### config.mk
export PLATFORM = sky130hd
export DESIGN_NAME = multi_channel_compare_timer_unit_flat
export DESIGN_NICKNAME = d
export VERILOG_FILES = /design/src/rtl/mcct_pkg.sv /design/src/rtl/mcct_if.sv /design/src/rtl/mcct_channel.sv /design/src/rtl/multi_channel_compare_timer_unit.sv /design/src/flat_wrapper.sv
export SDC_FILE = /design/constraint.sdc
export NUM_CORES = 1
export LEC_CHECK = 0
export BUFFER_PORTS_ARGS = -buffer_cell sky130_fd_sc_hd__buf_4
export CAP_MARGIN = 20
export CORE_AREA = 2 2 148 136
export DETAILED_ROUTE_END_ITERATION = 8
export DIE_AREA = 0 0 150 138
export HOLD_SLACK_MARGIN = 0.1
export PLACE_DENSITY = 0.84
export SKIP_CTS_REPAIR_TIMING = 1
export SYNTH_ARGS = -nofsm -noshare
export SYNTH_HDL_FRONTEND = slang
export SYNTH_HIERARCHICAL = 1
export SYNTH_SLANG_ARGS = --single-unit
### constraint.sdc
create_clock -name clk -period 3.75 [get_ports clk]
set_input_delay 0.9375 -clock clk [delete_from_list [all_inputs] [get_ports clk]]
set_output_delay 0.9375 -clock clk [all_outputs]
set_load 0.01 [all_outputs]
### src/rtl/mcct_pkg.sv
// Package of the multi-channel compare timer: sizes, command codes and shared types.
package mcct_pkg;

  // Number of compare channels and width of the free-running counter.
  localparam int CHANNELS   = 3;
  localparam int COUNT_BITS = 16;

  // Fixed widths of the word fields on the two channels.
  localparam int CMD_W      = 2;
  localparam int CHAN_W     = 2;
  localparam int INTERVAL_W = 16;
  localparam int MASK_W     = 3;
  localparam int COUNT_W    = 16;

  typedef logic [COUNT_BITS-1:0] count_t;

  // Command codes; the fourth code is unused and leaves all state alone.
  typedef enum logic [CMD_W-1:0] {
    CMD_TICK  = 2'd0,
    CMD_START = 2'd1,
    CMD_STOP  = 2'd2
  } cmd_t;

  // Control handed from the top level to every compare channel.
  typedef struct packed {
    logic   advance;    // a word is being processed this cycle
    logic   tick;       // the word is a tick
    logic   start;      // the word is a start (channel selection applied separately)
    logic   stop;       // the word is a stop
    logic   periodic;   // reload mode for a start
    count_t count_cur;  // counter before this word
    count_t count_next; // counter after a tick
    count_t interval;   // interval reduced to the counter width
  } chan_ctl_t;

endpackage

### src/rtl/mcct_if.sv
// Valid/ready channel interfaces for the input and result words of the compare timer.
interface mcct_in_if;
  import mcct_pkg::*;

  logic                  valid;
  logic                  ready;
  logic [CMD_W-1:0]      cmd;
  logic [CHAN_W-1:0]     channel;
  logic                  periodic;
  logic [INTERVAL_W-1:0] interval;

  modport source (output valid, cmd, channel, periodic, interval, input ready);
  modport sink   (input valid, cmd, channel, periodic, interval, output ready);
endinterface

interface mcct_out_if;
  import mcct_pkg::*;

  logic               valid;
  logic               ready;
  logic [MASK_W-1:0]  fired_mask;
  logic [COUNT_W-1:0] count_now;

  modport source (output valid, fired_mask, count_now, input ready);
  modport sink   (input valid, fired_mask, count_now, output ready);
endinterface

### src/rtl/mcct_channel.sv
// One compare channel: compare value, reload period, armed and repeat flags.
module mcct_channel
  import mcct_pkg::*;
(
  input  logic      clk,
  input  logic      rst_n,
  input  chan_ctl_t ctl,
  input  logic      sel,
  output logic      fired
);

  count_t cmp_r, cmp_nxt;
  count_t reload_r, reload_nxt;
  logic   armed_r, armed_nxt;
  logic   repeat_r, repeat_nxt;

  assign fired = ctl.advance && ctl.tick && armed_r && (cmp_r == ctl.count_next);

  always_comb begin
    cmp_nxt    = cmp_r;
    reload_nxt = reload_r;
    armed_nxt  = armed_r;
    repeat_nxt = repeat_r;
    if (fired) begin
      if (repeat_r) begin
        cmp_nxt = cmp_r + reload_r;
      end else begin
        armed_nxt = 1'b0;
      end
    end
    if (ctl.advance && sel && ctl.start) begin
      reload_nxt = ctl.interval;
      repeat_nxt = ctl.periodic;
      cmp_nxt    = ctl.count_cur + ctl.interval;
      armed_nxt  = 1'b1;
    end
    if (ctl.advance && sel && ctl.stop) begin
      armed_nxt  = 1'b0;
      repeat_nxt = 1'b0;
    end
  end

  // The compare value and period are only read while the channel is armed.
  always_ff @(posedge clk) begin
    cmp_r    <= cmp_nxt;
    reload_r <= reload_nxt;
    if (!rst_n) begin
      armed_r  <= 1'b0;
      repeat_r <= 1'b0;
    end else begin
      armed_r  <= armed_nxt;
      repeat_r <= repeat_nxt;
    end
  end

endmodule

### src/rtl/multi_channel_compare_timer_unit.sv
// Multi-channel compare timer: free-running counter with periodic and one-shot compare channels.
// An accepted input word goes through the input register, then the state update and result
// register, to its result word. Throughput: one word per cycle, limited only by the
// result channel; a tick, start or stop word can follow in every cycle.
// Reset (rst_n low at a clock edge) empties both stages, clears the counter and disarms
// every channel.
module multi_channel_compare_timer_unit
  import mcct_pkg::*;
(
  input  logic       clk,
  input  logic       rst_n,
  mcct_in_if.sink    in_chan,
  mcct_out_if.source out_chan
);

  // Input register stage. A word is held here until the result register can take its
  // result; the timer state is updated at the same edge at which that result is loaded.
  logic                  s1_valid_r;
  logic [CMD_W-1:0]      s1_cmd_r;
  logic [CHAN_W-1:0]     s1_channel_r;
  logic                  s1_periodic_r;
  logic [INTERVAL_W-1:0] s1_interval_r;

  // Result register stage.
  logic               out_valid_r;
  logic [MASK_W-1:0]  out_fired_r;
  logic [COUNT_W-1:0] out_count_r;

  count_t tick_count_r, tick_count_nxt;

  logic            advance;
  logic            in_take;
  chan_ctl_t       ctl;
  logic [CHANNELS-1:0] chan_sel;
  logic [CHANNELS-1:0] fired;

  // The word in the input register moves on whenever the result register is empty or
  // its word is taken in this cycle; the input register then accepts a new word at once.
  assign advance        = s1_valid_r && (!out_valid_r || out_chan.ready);
  assign in_chan.ready  = !s1_valid_r || advance;
  assign in_take        = in_chan.valid && in_chan.ready;

  // Decode the held word for the channels.
  always_comb begin
    ctl            = '0;
    ctl.advance    = advance;
    ctl.periodic   = s1_periodic_r;
    ctl.count_cur  = tick_count_r;
    ctl.count_next = tick_count_r + count_t'(1);
    ctl.interval   = count_t'(s1_interval_r);
    case (cmd_t'(s1_cmd_r))
      CMD_TICK:  ctl.tick  = 1'b1;
      CMD_START: ctl.start = 1'b1;
      CMD_STOP:  ctl.stop  = 1'b1;
      default:   ctl       = ctl;
    endcase
  end

  // One-hot channel selection; a channel number beyond the last channel selects nothing,
  // so such a start or stop word changes no state.
  always_comb begin
    for (int c = 0; c < CHANNELS; c++) begin
      chan_sel[c] = (int'(s1_channel_r) == c);
    end
  end

  assign tick_count_nxt = (advance && ctl.tick) ? ctl.count_next : tick_count_r;

  for (genvar g = 0; g < CHANNELS; g++) begin : g_chan
    mcct_channel u_chan (
      .clk   (clk),
      .rst_n (rst_n),
      .ctl   (ctl),
      .sel   (chan_sel[g]),
      .fired (fired[g])
    );
  end

  always_ff @(posedge clk) begin
    if (in_take) begin
      s1_cmd_r      <= in_chan.cmd;
      s1_channel_r  <= in_chan.channel;
      s1_periodic_r <= in_chan.periodic;
      s1_interval_r <= in_chan.interval;
    end
    if (advance) begin
      out_fired_r <= MASK_W'(fired);
      out_count_r <= COUNT_W'(tick_count_nxt);
    end
    if (!rst_n) begin
      s1_valid_r   <= 1'b0;
      out_valid_r  <= 1'b0;
      tick_count_r <= '0;
    end else begin
      tick_count_r <= tick_count_nxt;
      if (in_chan.ready) begin
        s1_valid_r <= in_chan.valid;
      end
      if (advance) begin
        out_valid_r <= 1'b1;
      end else if (out_chan.ready) begin
        out_valid_r <= 1'b0;
      end
    end
  end

  assign out_chan.valid      = out_valid_r;
  assign out_chan.fired_mask = out_fired_r;
  assign out_chan.count_now  = out_count_r;

endmodule

### src/flat_wrapper.sv
// flat-port wrapper written by rule: the top's interface ports become plain ports
module multi_channel_compare_timer_unit_flat import mcct_pkg::*;
  (clk, rst_n, in_chan_valid, in_chan_cmd, in_chan_channel, in_chan_periodic, in_chan_interval, in_chan_ready, out_chan_valid, out_chan_fired_mask, out_chan_count_now, out_chan_ready);
  mcct_in_if in_chan_i ();
  mcct_out_if out_chan_i ();
  input  logic clk;
  input  logic rst_n;
  input wire logic [$bits(in_chan_i.valid)-1:0] in_chan_valid;
  input wire logic [$bits(in_chan_i.cmd)-1:0] in_chan_cmd;
  input wire logic [$bits(in_chan_i.channel)-1:0] in_chan_channel;
  input wire logic [$bits(in_chan_i.periodic)-1:0] in_chan_periodic;
  input wire logic [$bits(in_chan_i.interval)-1:0] in_chan_interval;
  output wire logic [$bits(in_chan_i.ready)-1:0] in_chan_ready;
  output wire logic [$bits(out_chan_i.valid)-1:0] out_chan_valid;
  output wire logic [$bits(out_chan_i.fired_mask)-1:0] out_chan_fired_mask;
  output wire logic [$bits(out_chan_i.count_now)-1:0] out_chan_count_now;
  input wire logic [$bits(out_chan_i.ready)-1:0] out_chan_ready;
  assign in_chan_i.valid = in_chan_valid;
  assign in_chan_i.cmd = in_chan_cmd;
  assign in_chan_i.channel = in_chan_channel;
  assign in_chan_i.periodic = in_chan_periodic;
  assign in_chan_i.interval = in_chan_interval;
  assign in_chan_ready = in_chan_i.ready;
  assign out_chan_valid = out_chan_i.valid;
  assign out_chan_fired_mask = out_chan_i.fired_mask;
  assign out_chan_count_now = out_chan_i.count_now;
  assign out_chan_i.ready = out_chan_ready;
  multi_channel_compare_timer_unit u_core (.clk(clk), .rst_n(rst_n), .in_chan(in_chan_i), .out_chan(out_chan_i));
endmodule
==> flow_summary.rst <==
.. list-table::
   :header-rows: 1

   * - Metric
     - Value
   * - DRT antenna net count
     - 0
   * - Routed via count divided by cell count
     - 6.38
   * - Setup TNS
     - 0 ns
   * - Number of synthesized flops with an enable pin
     - 136
   * - Total Power
     - 3.92 mW
   * - Final routed wire length divided by cell count
     - 21.8 µm
   * - Total number of vias
     - 8,849
   * - Final setup violation count
     - 0
   * - Fraction of the cycle the final worst path needs
     - 93.8%
   * - Register clock-pin slew on the reported worst setup and hold paths
     - 0.07 ns
   * - Remaining routing DRC violations
     - 0
   * - Syn avg cell area
     - 10.3 µm²
   * - Highest-count cells in the layout ignoring fill and taps
     - 136 x sky130_fd_sc_hd__edfxtp_1, 117 x sky130_fd_sc_hd__nand2_1, 109 x sky130_fd_sc_hd__a21oi_1, 91 x sky130_fd_sc_hd__ha_1, 82 x sky130_fd_sc_hd__xor2_1
   * - Cell Chain, Critical Path
     - ha_1 -> nand3_2 -> or4_1 -> nor2_1 -> xor2_2 -> xnor2_1 -> nand4_1 -> or4_4 -> nor4_4 -> nand2_1 -> nand2_1 -> buf_4
   * - Number of I/O port buffers
     - 45
   * - Syn Nets
     - 1,163
   * - Number of placement rows
     - 49
   * - Die height
     - 138 µm
   * - Maximum Capacitance Violations
     - 0
   * - Sum of overflow across all layers after global routing
     - 0
   * - Root Driver
     - sky130_fd_sc_hd__clkbuf_16
   * - # nets final
     - 1,241
   * - Setup repair after global routing missed its margin
     - false
   * - First-pass GRT wire length
     - 46,700 µm
   * - Post-route worst hold slack
     - 0.491 ns
   * - Die Span X
     - 150 µm
   * - Parity-gate share of the synthesized area counting xor and xnor cells
     - 12.1%
   * - Result of the run
     - completed
   * - Number of DRC markers in iteration 0
     - 1,031
   * - Multiplexer share of the synthesized area
     - 1.87%
   * - Share of layout cells above drive strength 1
     - 13.6%
   * - Gate Count Post-Synth
     - 1,041
   * - HPWL Detailed
     - 22,300 µm
   * - Combinational family with the most area after synthesis
     - compound AO/OA/AOI/OAI gates
   * - Post-synthesis share of cell area spent on and, or, nand and nor gates
     - 13.4%
   * - Hold violation total from the final report
     - 0
   * - Critical path data required time
     - 3.88 ns
   * - Number of clock sinks
     - 160
   * - Starting utilization of the core area
     - 55.6%
   * - Hold Crit Class
     - reg2reg
   * - Shortest clock period the worst path allows after layout
     - 3.52 ns
   * - Register bit count reported by yosys
     - 160
   * - Max incr delay on CP
     - 0.67 ns
   * - Final Wtd Congestion
     - 1.08
   * - Initial antenna violation count
     - 0
   * - Standby leakage power
     - 4.98 nW
   * - Complex-gate fraction of the synthesized area
     - 17.0%
   * - Arrival time of data at the critical path endpoint
     - 3.65 ns
   * - Max_slew headroom
     - 46.1%
   * - Most frequent standard cell in the layout excluding fill and tap cells
     - sky130_fd_sc_hd__edfxtp_1
   * - Clock tree from TritonCTS
     - built
   * - Top Ports
     - 46
   * - Number of pins exceeding their max-slew limit in the final report
     - 0
   * - GR Util All Layers
     - 29.7%
   * - H-tree depth
     - 4
   * - Core Footprint
     - 19,400 µm²
   * - Number of buffers inserted during clock tree synthesis
     - 17
   * - Area of the die
     - 20,700 µm²
   * - Instance area at placement
     - 11,600 µm²
   * - Clock insertion delay at the later pin of the skew report
     - 0.44 ns
   * - Total standard cell area after synthesis
     - 10,800 µm²
   * - CP endpoint kind
     - flip-flop
   * - Share of synthesized cell area in full adder, half adder and majority cells
     - 11.7%
   * - Utilization of the core after routing
     - 63.0%
   * - Post-Route Skew
     - 0.00980 ns
   * - Highest fanout seen on the critical path
     - 14
   * - First drt pass iteration count
     - 6
   * - Yosys cell types
     - 80
   * - Most used cell along the critical path
     - sky130_fd_sc_hd__nand2_1
   * - Startpoint kind of the worst setup timing path
     - flip-flop
   * - Async SR Flop Fraction
     - 0%
   * - Power per Cell Area
     - 321 nW/µm²
   * - Worst Max-Slew Pin Slew
     - 0.805 ns
   * - Ant. Diodes
     - 0
   * - Peak supply drop
     - 0.310 mV
   * - Primary flip-flop cell chosen by synthesis mapping
     - sky130_fd_sc_hd__edfxtp_1
   * - CTS max path bufs
     - 2
   * - Sequential-to-total area share from yosys stat
     - 42.4%
   * - Number of global-route vias before repair
     - 8,308
   * - Biggest area contributors in the synthesized netlist
     - sky130_fd_sc_hd__edfxtp_1 38%, sky130_fd_sc_hd__ha_1 11%, sky130_fd_sc_hd__xor2_1 6.7%
   * - Yosys Warn Count
     - 6
   * - Crit Path Category
     - reg2reg
   * - Highest-delay cell along the critical path
     - sky130_fd_sc_hd__or4_1
   * - Highest Clock Rate
     - 0.284 GHz
   * - Cell accounting for the most synthesized area
     - sky130_fd_sc_hd__edfxtp_1
   * - Wire length after detailed routing
     - 30,300 µm
   * - Final Instance Area
     - 12,200 µm²
   * - Pin count of the biggest net entering global routing
     - 37
   * - Proportion of netlist area held by the largest area contributor
     - 37.9%
   * - Relative area change from synthesis to final layout
     - 13.2%
==> area by class of cell <==
cell class / count / area (µm²)
inverters: 21 / 78.8
multi-input cells: 840 / 6060
flip-flops and latches: 160 / 4560
repair buffers: 79 / 626
well taps: 255 / 319
fillers: 1523 / 7180
clock inverters: 14 / 123
clock buffers: 18 / 429
==> state kept, by name, indices dropped and copies added (netlist names) <==
signal,flops
u_core/g_chan.u_chan/armed_r,3
u_core/s1_channel_r,2
u_core/s1_interval_r,16
u_core/g_chan.u_chan/repeat_r,3
u_core/g_chan.u_chan/reload_r,48
u_core/g_chan.u_chan/cmp_r,48
u_core/tick_count_r,16
u_core/out_chan.valid,1
u_core/s1_periodic_r,1
u_core/out_chan.fired_mask,3
u_core/out_chan.count_now,16
u_core/s1_cmd_r,2
u_core/s1_valid_r,1
==> critical path, delay by kind of cell, from the launching register on <==
family,cells,cell delay [ns]
xor gates and xnor gates,2,0.44
adders and majority gates,1,0.23
buffers and inverters,1,0.24
DFF,1,0.34
and+or+nand+nor,8,1.96
==> routing by layer <==
metal  up-vias  GRT usage [%]  part of all wire, %
li1       4047              -                    -
met1      4172           42.0                   41
met5         -              0                    0
met3        87           8.02                   12
met2       543           43.9                   43
met4         0           11.1                  3.9
==> power breakdown <==
part	total, mW	switching, mW	internal (mW)
logic	0.261	0.152	0.109
registers	2.01	0.0560	1.96
clock network	1.64	0.772	0.870
total	3.92	0.980	2.94
==> synth_stat cells, drive strengths merged, types with 9 or more instances <==
| master | n |
|---|---|
| xor2 | 83 |
| clkbuf | 15 |
| a31oi | 9 |
| nand3 | 28 |
| dfxtp | 24 |
| nor3 | 12 |
| inv | 20 |
| and2 | 9 |
| edfxtp | 136 |
| nor4 | 12 |
| a211oi | 12 |
| a21o | 19 |
| mux2i | 19 |
| o21bai | 10 |
| o21ai | 62 |
| and3 | 9 |
| nand4 | 18 |
| xnor2 | 66 |
| nand2 | 117 |
| nor2 | 48 |
| or3 | 12 |
| a21oi | 112 |
| ha | 91 |
| nand2b | 9 |
==> per-stage QoR <==
| step | instances | setup slack (ns) |
|---|---|---|
| after global placement | 1354 | 0.288 |
| after detailed placement | 1354 | 0.221 |
| after floorplan | 1041 | 0.104 |
| after global routing | 1387 | 0.0590 |
| final | 1387 | 0.234 |
| after CTS | 1386 | 0.207 |
==> worst paths after layout <==
check | slack [ns] | start | to | cells past startpoint
max | 0.23 | u_core/tick_count_r[0]$_SDFF_PN0_ | u_core/g_chan[1].u_chan/cmp_r[15]$_DFFE_PP_ | 12
min | 0.49 | u_core/g_chan[0].u_chan/repeat_r$_SDFFE_PP0P_ | u_core/g_chan[0].u_chan/repeat_r$_SDFFE_PP0P_ | 2
max reg2reg | 0.23 | u_core/tick_count_r[0]$_SDFF_PN0_ | u_core/g_chan[1].u_chan/cmp_r[15]$_DFFE_PP_ | 12
min reg2reg | 0.49 | u_core/g_chan[0].u_chan/repeat_r$_SDFFE_PP0P_ | u_core/g_chan[0].u_chan/repeat_r$_SDFFE_PP0P_ | 2
==> kinds of logic (layout without fill, tap and decap cells) <==
| logic type | after synthesis | after routing |
|---|---|---|
| multiplexers | 20 | 20 |
| AO/OA/AOI/OAI | 281 | 281 |
| XOR/XNOR | 149 | 149 |
| adder cells (fa/ha/maj) | 97 | 97 |
| buffers and inverters | 41 | 132 |
| flip-flops | 160 | 160 |
| AND/OR/NAND/NOR | 293 | 293 |
(Power assumes the default switching activity.)
